### src/design/mbps_pkg.sv
package mbps_pkg;

  localparam int PATTERN_MAX_DEFAULT = 16;
  localparam int QUEUE_DEPTH         = 4;

  localparam int DATA_W     = 8;
  localparam int ADDR_W     = 64;
  localparam int COUNT_W    = 10;
  localparam int LEN_W      = 5;
  localparam int MASK_W     = 16;
  localparam int CFG_IDX_W  = 3;
  localparam int CFG_DATA_W = 64;

  localparam logic [COUNT_W-1:0] LIMIT_DEFAULT = 10'd500;

  // configuration register indexes
  localparam logic [CFG_IDX_W-1:0] REG_PATTERN_LOW    = 3'd0;
  localparam logic [CFG_IDX_W-1:0] REG_PATTERN_HIGH   = 3'd1;
  localparam logic [CFG_IDX_W-1:0] REG_CARE_MASK      = 3'd2;
  localparam logic [CFG_IDX_W-1:0] REG_PATTERN_LENGTH = 3'd3;
  localparam logic [CFG_IDX_W-1:0] REG_RESULT_LIMIT   = 3'd4;

  // one classified byte: an optional match and an optional end of scan summary
  typedef struct packed {
    logic               has_match;
    logic [ADDR_W-1:0]  match_address;
    logic [COUNT_W-1:0] match_count;
    logic               has_summary;
    logic [COUNT_W-1:0] summary_count;
  } mbps_rec_t;

endpackage

### src/design/mbps_front.sv
module mbps_front #(
  parameter int PATTERN_MAX = 16
) (
  input  logic                               clk,
  input  logic                               rst,
  input  logic                               cfg_valid,
  input  logic [mbps_pkg::CFG_IDX_W-1:0]     cfg_index,
  input  logic [mbps_pkg::CFG_DATA_W-1:0]    cfg_data,
  input  logic                               accept,
  input  logic [mbps_pkg::DATA_W-1:0]        data_byte,
  input  logic [mbps_pkg::ADDR_W-1:0]        byte_address,
  input  logic                               run_start,
  input  logic                               scan_end,
  output logic                               rec_valid,
  output mbps_pkg::mbps_rec_t                rec
);
  import mbps_pkg::*;

  localparam int FILL_W = $clog2(PATTERN_MAX + 1);
  localparam int WIN_D  = (PATTERN_MAX > 1) ? PATTERN_MAX - 1 : 1;

  logic [ADDR_W-1:0]  pattern_low;
  logic [ADDR_W-1:0]  pattern_high;
  logic [MASK_W-1:0]  care_mask;
  logic [LEN_W-1:0]   pattern_length;
  logic [COUNT_W-1:0] result_limit;

  logic [DATA_W-1:0]  byte_window [WIN_D];
  logic [FILL_W-1:0]  run_fill;
  logic [COUNT_W-1:0] hits_reported;

  logic [DATA_W-1:0]  pat [MASK_W];
  logic [DATA_W-1:0]  lane_byte [PATTERN_MAX];
  logic [PATTERN_MAX-1:0] lane_ok;
  logic [LEN_W-1:0]   len_eff;
  logic [FILL_W-1:0]  fill_base;
  logic [FILL_W-1:0]  fill_new;
  logic               window_hit;
  logic               is_match;
  logic [COUNT_W-1:0] hits_after;

  always_comb begin
    for (int k = 0; k < 8; k++) begin
      pat[k]     = pattern_low[8*k +: 8];
      pat[k + 8] = pattern_high[8*k +: 8];
    end
  end

  assign len_eff = (pattern_length > LEN_W'(PATTERN_MAX)) ? LEN_W'(PATTERN_MAX)
                                                           : pattern_length;

  // lane a holds the byte seen a steps ago (lane 0 is the new byte)
  for (genvar a = 0; a < PATTERN_MAX; a++) begin : g_lane
    if (a == 0) begin : g_new
      assign lane_byte[a] = data_byte;
    end else begin : g_old
      assign lane_byte[a] = byte_window[a-1];
    end
  end

  // lane a lines up with pattern byte len-1-a
  always_comb begin
    logic [LEN_W-1:0] j;
    for (int a = 0; a < PATTERN_MAX; a++) begin
      j = LEN_W'(len_eff - 5'd1 - LEN_W'(a));
      lane_ok[a] = (LEN_W'(a) >= len_eff) || !care_mask[j[3:0]] ||
                   (lane_byte[a] == pat[j[3:0]]);
    end
  end

  assign window_hit = &lane_ok;
  assign fill_base  = run_start ? '0 : run_fill;
  assign fill_new   = (fill_base < FILL_W'(PATTERN_MAX)) ? fill_base + 1'b1 : fill_base;
  assign is_match   = (len_eff != '0) && (LEN_W'(fill_new) >= len_eff) &&
                      (hits_reported < result_limit) && window_hit;
  assign hits_after = is_match ? hits_reported + 1'b1 : hits_reported;

  assign rec_valid         = accept && (is_match || scan_end);
  assign rec.has_match     = is_match;
  assign rec.match_address = byte_address - (ADDR_W'(len_eff) - 64'd1);
  assign rec.match_count   = hits_after;
  assign rec.has_summary   = scan_end;
  assign rec.summary_count = hits_after;

  always_ff @(posedge clk) begin
    if (rst) begin
      pattern_low    <= '0;
      pattern_high   <= '0;
      care_mask      <= '1;
      pattern_length <= 5'd1;
      result_limit   <= LIMIT_DEFAULT;
    end else if (cfg_valid) begin
      case (cfg_index)
        REG_PATTERN_LOW:    pattern_low    <= cfg_data;
        REG_PATTERN_HIGH:   pattern_high   <= cfg_data;
        REG_CARE_MASK:      care_mask      <= cfg_data[MASK_W-1:0];
        REG_PATTERN_LENGTH: pattern_length <= cfg_data[LEN_W-1:0];
        REG_RESULT_LIMIT:   result_limit   <= cfg_data[COUNT_W-1:0];
        default: ;
      endcase
    end
  end

  always_ff @(posedge clk) begin
    if (rst) begin
      run_fill      <= '0;
      hits_reported <= '0;
    end else if (accept) begin
      run_fill      <= scan_end ? '0 : fill_new;
      hits_reported <= scan_end ? '0 : hits_after;
    end
  end

  // stale bytes are never compared: the fill count gates every match
  always_ff @(posedge clk) begin
    if (accept) begin
      byte_window[0] <= data_byte;
      for (int k = 1; k < WIN_D; k++) begin
        byte_window[k] <= byte_window[k-1];
      end
    end
  end

endmodule

### src/design/mbps_queue.sv
module mbps_queue (
  input  logic                clk,
  input  logic                rst,
  input  logic                push,
  input  mbps_pkg::mbps_rec_t push_rec,
  output logic                full,
  input  logic                pop,
  output mbps_pkg::mbps_rec_t head,
  output logic                empty
);
  import mbps_pkg::*;

  localparam int PTR_W = $clog2(QUEUE_DEPTH);
  localparam int CNT_W = $clog2(QUEUE_DEPTH + 1);

  mbps_rec_t        slots [QUEUE_DEPTH];
  logic [PTR_W-1:0] wr_ptr;
  logic [PTR_W-1:0] rd_ptr;
  logic [CNT_W-1:0] count;

  assign full  = (count == CNT_W'(QUEUE_DEPTH));
  assign empty = (count == '0);
  assign head  = slots[rd_ptr];

  always_ff @(posedge clk) begin
    if (push) begin
      slots[wr_ptr] <= push_rec;
    end
  end

  always_ff @(posedge clk) begin
    if (rst) begin
      wr_ptr <= '0;
      rd_ptr <= '0;
      count  <= '0;
    end else begin
      if (push) wr_ptr <= wr_ptr + 1'b1;
      if (pop)  rd_ptr <= rd_ptr + 1'b1;
      case ({push, pop})
        2'b10:   count <= count + 1'b1;
        2'b01:   count <= count - 1'b1;
        default: count <= count;
      endcase
    end
  end

  a_no_push_full: assert property (@(posedge clk) disable iff (rst) push |-> !full)
    else $error("queue push while full");
  a_no_pop_empty: assert property (@(posedge clk) disable iff (rst) pop |-> !empty)
    else $error("queue pop while empty");
  a_count_up: assert property (@(posedge clk) disable iff (rst)
    (push && !pop) |=> (count == $past(count) + 1'b1))
    else $error("queue count lost a push");

endmodule

### src/design/mbps_back.sv
module mbps_back (
  input  logic                            clk,
  input  logic                            rst,
  input  mbps_pkg::mbps_rec_t             head,
  input  logic                            q_empty,
  output logic                            q_pop,
  input  logic                            pop,
  output logic                            empty,
  output logic [mbps_pkg::ADDR_W-1:0]     match_address,
  output logic                            is_summary,
  output logic [mbps_pkg::COUNT_W-1:0]    hit_count,
  output logic                            last_of_run
);
  import mbps_pkg::*;

  // set once the match of a two-result record has gone out
  logic phase;
  logic show_match;
  logic take;

  assign show_match    = head.has_match && !phase;
  assign take          = pop && !q_empty;
  assign empty         = q_empty;
  assign match_address = show_match ? head.match_address : '0;
  assign is_summary    = !show_match;
  assign hit_count     = show_match ? head.match_count : head.summary_count;
  assign last_of_run   = show_match ? !head.has_summary : 1'b1;
  assign q_pop         = take && !(show_match && head.has_summary);

  always_ff @(posedge clk) begin
    if (rst) begin
      phase <= 1'b0;
    end else if (take) begin
      phase <= show_match && head.has_summary;
    end
  end

  a_phase_head: assert property (@(posedge clk) disable iff (rst)
    phase |-> (!q_empty && head.has_match && head.has_summary))
    else $error("summary phase without a two-result record at the head");

endmodule

### src/design/masked_byte_pattern_search_unit.sv
// Masked byte pattern search. Bytes enter one per cycle (push/full) with their
// address; run_start opens a new run and scan_end closes the scan. The newest
// bytes of the run are compared in parallel against a pattern of up to
// PATTERN_MAX bytes, with care_mask bits selecting which bytes must match.
// Each match yields one result transaction carrying the start address and the
// running hit count, until result_limit hits are reported; scan_end adds a
// summary transaction (is_summary = 1, address zero) after any match on the
// same byte. Rate: one byte per cycle, compare and hit accounting done in the
// cycle the byte is accepted. Results leave through a 4-record queue, one
// transaction per pop; a byte that both matches and ends the scan needs two
// pops. full rises only when that queue holds 4 records, so input stalls only
// when the result side falls behind. A result can be on the ports the cycle
// after its byte is accepted. Configuration (cfg_valid/cfg_ready, always ready)
// must be written only while the block is idle; writes act on the next byte.
module masked_byte_pattern_search_unit #(
  parameter int PATTERN_MAX = mbps_pkg::PATTERN_MAX_DEFAULT
) (
  input  logic                            clk,
  input  logic                            rst,
  // configuration write channel
  input  logic                            cfg_valid,
  output logic                            cfg_ready,
  input  logic [mbps_pkg::CFG_IDX_W-1:0]  cfg_index,
  input  logic [mbps_pkg::CFG_DATA_W-1:0] cfg_data,
  // input byte stream
  input  logic                            push,
  output logic                            full,
  input  logic [mbps_pkg::DATA_W-1:0]     data_byte,
  input  logic [mbps_pkg::ADDR_W-1:0]     byte_address,
  input  logic                            run_start,
  input  logic                            scan_end,
  // result stream
  output logic                            empty,
  input  logic                            pop,
  output logic [mbps_pkg::ADDR_W-1:0]     match_address,
  output logic                            is_summary,
  output logic [mbps_pkg::COUNT_W-1:0]    hit_count,
  output logic                            last_of_run
);
  import mbps_pkg::*;

  logic      accept;
  logic      rec_valid;
  mbps_rec_t rec;
  mbps_rec_t head;
  logic      q_full;
  logic      q_empty;
  logic      q_pop;

  assign cfg_ready = 1'b1;
  assign full      = q_full;
  assign accept    = push && !q_full;

  // front: window, fill and hit accounting, classifies each byte
  mbps_front #(
    .PATTERN_MAX (PATTERN_MAX)
  ) u_front (
    .clk          (clk),
    .rst          (rst),
    .cfg_valid    (cfg_valid),
    .cfg_index    (cfg_index),
    .cfg_data     (cfg_data),
    .accept       (accept),
    .data_byte    (data_byte),
    .byte_address (byte_address),
    .run_start    (run_start),
    .scan_end     (scan_end),
    .rec_valid    (rec_valid),
    .rec          (rec)
  );

  // bytes that cause no result push nothing
  mbps_queue u_queue (
    .clk      (clk),
    .rst      (rst),
    .push     (rec_valid),
    .push_rec (rec),
    .full     (q_full),
    .pop      (q_pop),
    .head     (head),
    .empty    (q_empty)
  );

  // back: splits each record into one or two result transactions
  mbps_back u_back (
    .clk           (clk),
    .rst           (rst),
    .head          (head),
    .q_empty       (q_empty),
    .q_pop         (q_pop),
    .pop           (pop),
    .empty         (empty),
    .match_address (match_address),
    .is_summary    (is_summary),
    .hit_count     (hit_count),
    .last_of_run   (last_of_run)
  );

endmodule

### config.mk
export PLATFORM = sky130hd
export DESIGN_NAME = masked_byte_pattern_search_unit
export DESIGN_NICKNAME = d
export VERILOG_FILES = /design/src/design/mbps_pkg.sv /design/src/design/mbps_front.sv /design/src/design/mbps_queue.sv /design/src/design/mbps_back.sv /design/src/design/masked_byte_pattern_search_unit.sv
export SDC_FILE = /design/constraint.sdc
export NUM_CORES = 1
export LEC_CHECK = 0
export BUFFER_PORTS_ARGS = -buffer_cell sky130_fd_sc_hd__buf_2
export CORE_MARGIN = 1
export CORE_UTILIZATION = 25
export DETAILED_ROUTE_END_ITERATION = 8
export PLACE_DENSITY_LB_ADDON = 0.1
export RECOVER_POWER = 50
export SYNTH_ARGS = -nofsm -noshare
export SYNTH_HDL_FRONTEND = slang
export SYNTH_SLANG_ARGS = --single-unit
### constraint.sdc
create_clock -name clk -period 11.1 [get_ports clk]
set_input_delay 2.22 -clock clk [delete_from_list [all_inputs] [get_ports clk]]
set_output_delay 2.22 -clock clk [all_outputs]
set_load 0.1 [all_outputs]
# ---- Yosys cells after proc, flatten, opt, wreduce, memory -nomap -nowiden
# Memory sizes are Yosys's and may differ from the RTL's. A register that Yosys moved wholly into a read port is not among the register bits.
# Cells that the tools add are included.
dict set report totals {
  ram_bits 464
  reg_bits 182
  rom_bits 0
  latchBits 0
  memories 2
}
dict set report op_classes {
  eq_ne 23
  div_mod_pow 0
  n_lt_le_gt_ge 52
  n_addsub 24
  n_mux 96
  bitwise 16
  mul 0
  shift 0
  reduce_logical 74
}
# memory words word_bits read_ports rd_ports_with_merged_regs wr line
set mem_list {}
lappend mem_list {u_queue.slots 4 86 1 1 1 mbps_queue.sv:16} ;# mbps_rec_t slots [QUEUE_DEPTH];
lappend mem_list {u_front.byte_window 15 8 15 0 15 mbps_front.sv:28} ;# logic [DATA_W-1:0] byte_window [WIN_D];
# cell count
set op_table {}
lappend op_table {{binary-select mux 8 bit (select 4 bit)} 16}
lappend op_table {{two-way mux 8 bit} 32}
lappend op_table {{equality test 8 bit} 16}
lappend op_table {{greater-or-equal comparator 5 bit (second input constant)} 16}
lappend op_table {{< comparator 4 x 5 -> 1 bit (second input constant)} 16}
lappend op_table {{inverter 4 -> 5 bit} 16}
lappend op_table {{binary-select mux 1 bit (select 4 bit)} 16}
lappend op_table {{two-way mux 64 bit} 1}
lappend op_table {{subtractor 64 bit} 1}
lappend op_table {{greater-or-equal comparator 4 x 5 -> 1 bit (first input constant)} 8}
lappend op_table {{logical OR 1 bit} 33}
lappend op_table {{subtractor 4 bit (second input constant)} 8}
lappend op_table {{two-way mux 10 bit} 3}
lappend op_table {{logical NOT 1 bit} 22}
lappend op_table {{two-way mux 1 bit} 21}
lappend op_table {{greater-or-equal comparator 3 x 5 -> 1 bit (first input constant)} 4}
lappend op_table {{two-way mux 5 bit} 4}
lappend op_table {{AND reduction 16 bit} 1}
lappend op_table {{subtractor 4 x 3 -> 4 bit (second input constant)} 4}
lappend op_table {{adder 10 x 1 -> 10 bit (second input constant)} 1}
lappend op_table {{greater-or-equal comparator 1 x 5 -> 1 bit (first input constant)} 2}
lappend op_table {{greater-or-equal comparator 2 x 5 -> 1 bit (first input constant)} 2}
lappend op_table {{< comparator 10 bit} 1}
lappend op_table {{AND reduction 2 bit} 5}
lappend op_table {{21 further kinds} 36}

# ---- Depth between registers and ports, before layout
# Gate-level depths: netlist of run 1.
dict set report logic_depth {
  depth_word 16
  ltp_mapped 25
}

# ---- Modules after synthesis
# From an unflattened synthesis of run 1, not the netlist that was laid out.
dict set report hier_totals {
  cells_unflattened 3213
  hier_area_um2 38047.7
}
# mod cells_each area_per_inst_um2 seq_area_each_um2 instances
set by_module_without_submodules {}
lappend by_module_without_submodules {mbps_front 2621 24467.2 7086.8 1}
lappend by_module_without_submodules {mbps_queue 497 12877.4 10510.1 1}
lappend by_module_without_submodules {mbps_back 92 678.2 20.0 1}
lappend by_module_without_submodules {masked_byte_pattern_search_unit 3 25.0 0.0 1}

# ---- Worst setup path before layout of run 1
# OpenSTA, ideal clock, no wires.
dict set report synth_path {
  path_type {input to register}
  startpoint {in push}
  endpoint {mem u_queue.slots[0][10] in the netlist's numbering (enable)}
  path_slack_ps 1754
  path_stages 5
  n_path_buf 1
  arrival_ps 8836
  cell_sequence {nand2b_1 -> clkbuf_1 -> inv_1 -> o21ai_1 -> nor2_1}
}
dict set report synth_via {
  elab_chain_cells 4
}
# element line
set synth_rtl {}
lappend synth_rtl {{start, declared} masked_byte_pattern_search_unit.sv:26} ;# input logic push,
lappend synth_rtl {{logical AND 1 bit} masked_byte_pattern_search_unit.sv:52} ;# assign accept = push && !q_full;
lappend synth_rtl {{net accept} masked_byte_pattern_search_unit.sv:42} ;# logic accept;
lappend synth_rtl {{logical AND 1 bit} mbps_front.sv:78} ;# assign rec_valid = accept && (is_match || scan_end);
lappend synth_rtl {{two-way mux 1 bit} mbps_queue.sv:26} ;# if (push) begin
lappend synth_rtl {{two-way mux 1 bit (implied by the code)} mbps_queue.sv:27} ;# slots[wr_ptr] <= push_rec;
lappend synth_rtl {{end, declared} mbps_queue.sv:16}
# The timed path passes the listed nets, and every way through them passes these cells.

==> reports/results.ini, run 1 <==
[timing]
setup_viol_count_final = 0
period_minus_slack_ns = 8.39
fin_skew_ns = 0.0330
timing.final.crit_share_pct = 75.5
finalSetupTns_ns = 0
max_freq_ghz = 0.119
hold_slack_ns = 0.455
rsz0062_at_grt = false
tightest_slew_ns = 4.21
finalHoldViolCount = 0
slew_headroom_pct = -181
slew_viol_final = 428

[synthesis]
synthTopCellsByCount = nand2_1 (433), edfxtp_1 (424), a21oi_1 (284)
synth_most_common_cell = nand2_1
synth_area_mm2 = 0.0413
synth.distinct_cells = 96
synth_mux_area_share_pct = 14.0
async_flop_share_pct = 0
ys_ff_latch = 608
synth_compound_area_share_pct = 18.1
synth-xor-area-share_pct = 4.04
synthesis.instances = 4168
avgSynthCellArea_um2 = 9.91
synth_edf_count = 424
synthSimpleGateAreaFrac_pct = 16.7
syn_nets = 4396
yosys.area_share.adder_pct = 2.55
yosysTopAreaCell = edfxtp_1
synth.yosys.seq_area_share_pct = 39.7
synth_ff_type = edfxtp_1
synth_warnings = 0
yosys-top-cells-area = edfxtp_1 (31%), dfxtp_1 (8.9%), mux2i_1 (6.8%)
synth_top_family_by_area = compound AO/OA/AOI/OAI gates
synth_top_cell_area_share_pct = 30.8

[finish]
nNetsFinal = 4406
area_growth_pct = 13.4
fin_cells = 6418
layout-drive-gt1-share_pct = 14.3
fin_util_pct = 28.7
stdcell_area_mm2 = 0.0468

[min_path]
whs_path_depth = 0
hold_path_class = reg -> reg

[clocking]
clk_pin_slew_ns = 0.06
htree_num_levels = 3
postCtsResizedCells = 0
clockBufferDepth = 3
root_buffer = clkbuf_16
numCtsBuffers = 76
post-cts-setup-buffers = 0
clk_latency_ns = 0.70
clock-sinks = 608
ctsHoldBuffers = 0
cts_tree = built

[detailed_routing]
routed_wirelength_um = 193000
drt_iter0_drc = 3957
drc = 0
num_vias = 35900
ant_nets = 0
wl_per_cell_um = 30.1
dr.pass1.iters = 6
via_per_inst = 5.59

[setup_path]
crit_fanout = 42
ff2ff_path_depth = 18
end_kind = output port
cp_data_arrival_time_ns = 6.17
startpoint_type = flip-flop
required_ns = 8.88
path_class = reg -> out

[die]
boundaryPins = 225
start_util_pct = 25.3
core_mm2 = 0.163
dieHeight_um = 408
die_area_mm2 = 0.167
row_count = 148
die-width_um = 408

[grt]
track_usage_pct = 22.3
gr-usage-met2_pct = 34.3
met3_usage_pct = 4.11
met1_usage_pct = 29.7
grt_busiest_layer = met2
gr-total-overflow = 0
grt_pass1_wl_um = 269000
antenna_found_initial = 18
grt_pass1_vias = 34200
grt_max_degree = 183

[status]
violations = capacitance limit, slew limit
outcome = complete, but fails checks

[pwr]
p_leak_nw = 16.6
p_per_area_mw_per_mm2 = 161
ir_worst_vdd_v = 0.000192

[run]
max_cap_violations = 8

[place]
dp_hpwl_um = 137000
gp_congestion = 0.943
dp.cells = 6274
port_buffers = 223
placed_cell_area_mm2 = 0.0443

## placed cells by master (no fill, tap or decap), types with 81 or more instances in the layout
cell type  synthesis  layout
buf_2             84     189
nor2b_1          120     119
o21ai_0           98      98
mux4_2           105     105
buf_4             30      84
dfxtp_1          184     178
xnor2_1          104     104
mux2i_1          281     279
nand3_1          127     127
nor2_1           159     151
a21oi_1          284     284
ha_1              81      81
nor3_1            95      92
nand2_1          433     432
edfxtp_1         424     424
## critical path: stages, from the launching register on
cell      delay, ns
dfxtp_4        0.35
clkbuf_1       2.94
buf_4          0.98
mux4_2         0.63
nor2b_1        0.17
buf_2          0.35
## metal layers
layer	routed length (µm)	vias up
met5	56	-
met4	11800	10
met3	12900	348
met2	85200	1521
met1	83000	18000
li1	-	16000
## stage by stage
step                total power, W  setup slack, ns
finish                     0.00754             2.71
global route               0.00783             1.87
CTS                        0.00764             3.34
detailed placement         0.00500             3.29
global placement           0.00500             3.38
floorplan                  0.00435             1.75
## cell families (layout without fill, tap and decap cells)
kind of cell,after synthesis,after routing
and+or+nand+nor,1327,1327
AOI/OAI and AO/OA,1071,1071
DFF,608,608
buffers and inverters,452,525
muxes,438,438
xor gates and xnor gates,187,187
adders and majority gates,84,84
other,1,3
## path summary, 6_finish.rpt
path / startpoint / end / slack [ns]
setup / recovery: flip-flop / match_address[9] / 2.71
setup reg to reg: u_front.pattern_length[1] / u_queue.slots[0][84] / 2.79
hold / removal: u_front.byte_window[0][49] / u_front.byte_window[0][57] / 0.45
hold reg to reg: u_front.byte_window[0][49] / u_front.byte_window[0][57] / 0.45
## state kept, by name, indices dropped and copies added, names as in the netlist, 10 cells and up, named ones only
register               count
u_queue.slots            304
u_front.byte_window      120
u_front.pattern_high      64
u_front.pattern_low       64
u_front.care_mask         16
u_front.hits_reported     10
u_front.result_limit      10
## cell type report
type                       instances  area (µm²)
fill                           17300      116000
multi-input combinational       3108       23000
sequential                       608       16400
tap                             2175        2720
clock buffer                      95        2010
timing repair buffer             320        1860
clock inverter                    46         582
inverter                          64         249
antenna                            2        5.00
## power by group
group          switching (W)  internal (W)  leakage (nW)
combinational        0.00161      0.000565          9.91
sequential          0.000132       0.00264          5.44
clock                0.00108       0.00152          1.25
(Power assumes the default switching activity.)
==> inputs of run 2 (changes only) <==
==> constraint.sdc (replaced) <==
create_clock -name clk -period 7.3 [get_ports clk]
set_input_delay 1.46 -clock clk [delete_from_list [all_inputs] [get_ports clk]]
set_output_delay 1.46 -clock clk [all_outputs]
set_load 0.1 [all_outputs]
==> reports/results.ini, run 2 (synthesized netlist as in run 1, its figures left out) <==
[setup_path]
crit_fanout = 41  ; -2.4%
startpoint_type = flip-flop
required_ns = 7.67  ; -1.21 ns
cp_data_arrival_time_ns = 7.30  ; +1.13 ns
end_kind = flip-flop
path_class = reg -> reg

[detailed_routing]
routed_wirelength_um = 188000  ; -2.3%
wl_per_cell_um = 29.1  ; -3.1%
drt_iter0_drc = 3283  ; -17%
via_per_inst = 5.53  ; -1.1%
num_vias = 35800  ; -0.22%
dr.pass1.iters = 6  ; unchanged
drc = 0  ; unchanged
ant_nets = 0  ; unchanged

[timing]
timing.final.crit_share_pct = 94.8
setup_viol_count_final = 0  ; unchanged
slew_headroom_pct = -114  ; +67 points
finalHoldViolCount = 0  ; unchanged
finalSetupTns_ns = 0  ; unchanged
slew_viol_final = 255  ; -40%
period_minus_slack_ns = 6.92
fin_skew_ns = 0.0333  ; +0.000317 ns
max_freq_ghz = 0.144
tightest_slew_ns = 3.21  ; -0.998 ns
rsz0062_at_grt = false

[clocking]
clk_latency_ns = 0.71  ; about the same
clk_pin_slew_ns = 0.06  ; about the same
clockBufferDepth = 3  ; unchanged
cts_tree = built
htree_num_levels = 3  ; unchanged
post-cts-setup-buffers = 0  ; unchanged
root_buffer = clkbuf_16
ctsHoldBuffers = 0  ; unchanged
postCtsResizedCells = 0  ; unchanged
numCtsBuffers = 76  ; unchanged
clock-sinks = 608  ; unchanged

[pwr]
p_per_area_mw_per_mm2 = 243  ; +51%
ir_worst_vdd_v = 0.000245  ; +28%
p_leak_nw = 16.8  ; +1.5%
power_w = 0.0116  ; +53%

[grt]
grt_pass1_vias = 34500  ; +0.74%
grt_max_degree = 148  ; -19%
antenna_found_initial = 28  ; +10
track_usage_pct = 21.8  ; -0.51 points
gr-total-overflow = 0  ; unchanged
grt_pass1_wl_um = 264000  ; -1.9%

[die]
die-width_um = 408  ; unchanged
dieHeight_um = 408  ; unchanged
start_util_pct = 25.3  ; unchanged
row_count = 148  ; unchanged
die_area_mm2 = 0.167  ; unchanged
core_mm2 = 0.163  ; unchanged
boundaryPins = 225  ; unchanged

[finish]
layout_common_cells = nand2_1 (432), edfxtp_1 (424), a21oi_1 (284)
largest_reg_flops = 304  ; unchanged
top_regs = u_queue.slots (304), u_front.byte_window (120)
multi_input_area_mm2 = 0.0230  ; about the same
fillers = 17200  ; -0.53%
area_growth_pct = 14.9
layout-drive-gt1-share_pct = 14.9  ; +0.54 points
regArea_mm2 = 0.0164  ; about the same
top_register = u_queue.slots
nNetsFinal = 4461  ; +1.2%
final_common_cell = nand2_1

[place]
gp_congestion = 0.925  ; -1.9%
port_buffers = 223  ; unchanged
dp_hpwl_um = 139000  ; +1.5%

[status]
outcome = complete, but fails checks
violations = capacitance limit, slew limit

[run]
max_cap_violations = 5  ; -3

[min_path]
hold_path_class = reg -> reg

==> run 2: cell types whose count changed in the layout (fill, tap and decap cells not counted), sizes merged <==
cell / before / now
bufinv: 9 / 12
clkinvlp: 6 / 5
clkdlybuf4s18: 1 / 0
diode: 2 / 4
clkbuf: 135 / 159
buf: 279 / 310
inv: 68 / 65
==> run 2: through the flow <==
| step | setup slack, ns | utilization [%] | area, µm² | cells | hold slack, ns |
|---|---|---|---|---|---|
| floorplan | 0.483 | - | 41300 | 4168 | 0.426 |
| global placement | 0.647 | 27.5 | 44900 | 6330 | 0.438 |
| detailed placement | 0.626 | 27.5 | 44900 | 6330 | 0.433 |
| CTS | 0.571 | 29.1 | 47600 | 6469 | 0.446 |
| global route | 0.179 | 29.1 | 47500 | 6469 | 0.468 |
| finish | 0.377 | 29.1 | 47500 | 6473 | 0.446 |
==> run 2: per-layer routing <==
layer / part of all wire (%) / global-route usage [%] / vias to the layer above
li1: - / - / 16100
met1: 43 / 28.4 / 18000
met2: 46 / 35.0 / 1371
met3: 6.0 / 3.51 / 319
met4: 5.6 / 10.8 / 14
met5: 0.052 / 0 / -
==> run 2: power breakdown <==
group          internal [W]  switching (W)  leakage (nW)
clock network       0.00243        0.00164          1.30
registers           0.00400       0.000215          5.44
logic              0.000857        0.00241          10.1
==> run 2: path summary, 6_finish.rpt <==
kind / from / end / slack (ns) / cells past startpoint
max: u_front.pattern_length[1] / u_queue.slots[0][14] / 0.38 / 16
min: u_front.byte_window[0][51] / u_front.byte_window[0][59] / 0.45 / 0
max reg2reg: u_front.pattern_length[1] / u_queue.slots[0][14] / 0.38 / 16
min reg2reg: u_front.byte_window[0][51] / u_front.byte_window[0][59] / 0.45 / 0
==> run 2: cell type report <==
cell class / instances / area share (%)
sequential: 608 / 34.6
clock inverter: 45 / 1.37
antenna: 4 / 0.0211
clock buffer: 94 / 4.28
multi-input combinational: 3108 / 48.4
tap: 2175 / 5.73
inverter: 64 / 0.530
timing repair buffer: 375 / 5.02
==> run 2: worst max-delay path: stages, from the launching register on <==
cell,delay (ns)
dfxtp_2,1.02
xor2_1,0.49
nand2_1,0.67
buf_4,0.34
a21oi_1,0.07
nor4_1,0.82
xnor2_1,0.37
nor4_1,0.46
buf_4,0.19
a22oi_1,0.15
nor4_1,0.41
nand2b_1,0.15
nor4b_4,0.36
o21ai_1,0.19
buf_4,0.26
nor2_4,0.34
buf_4,0.29
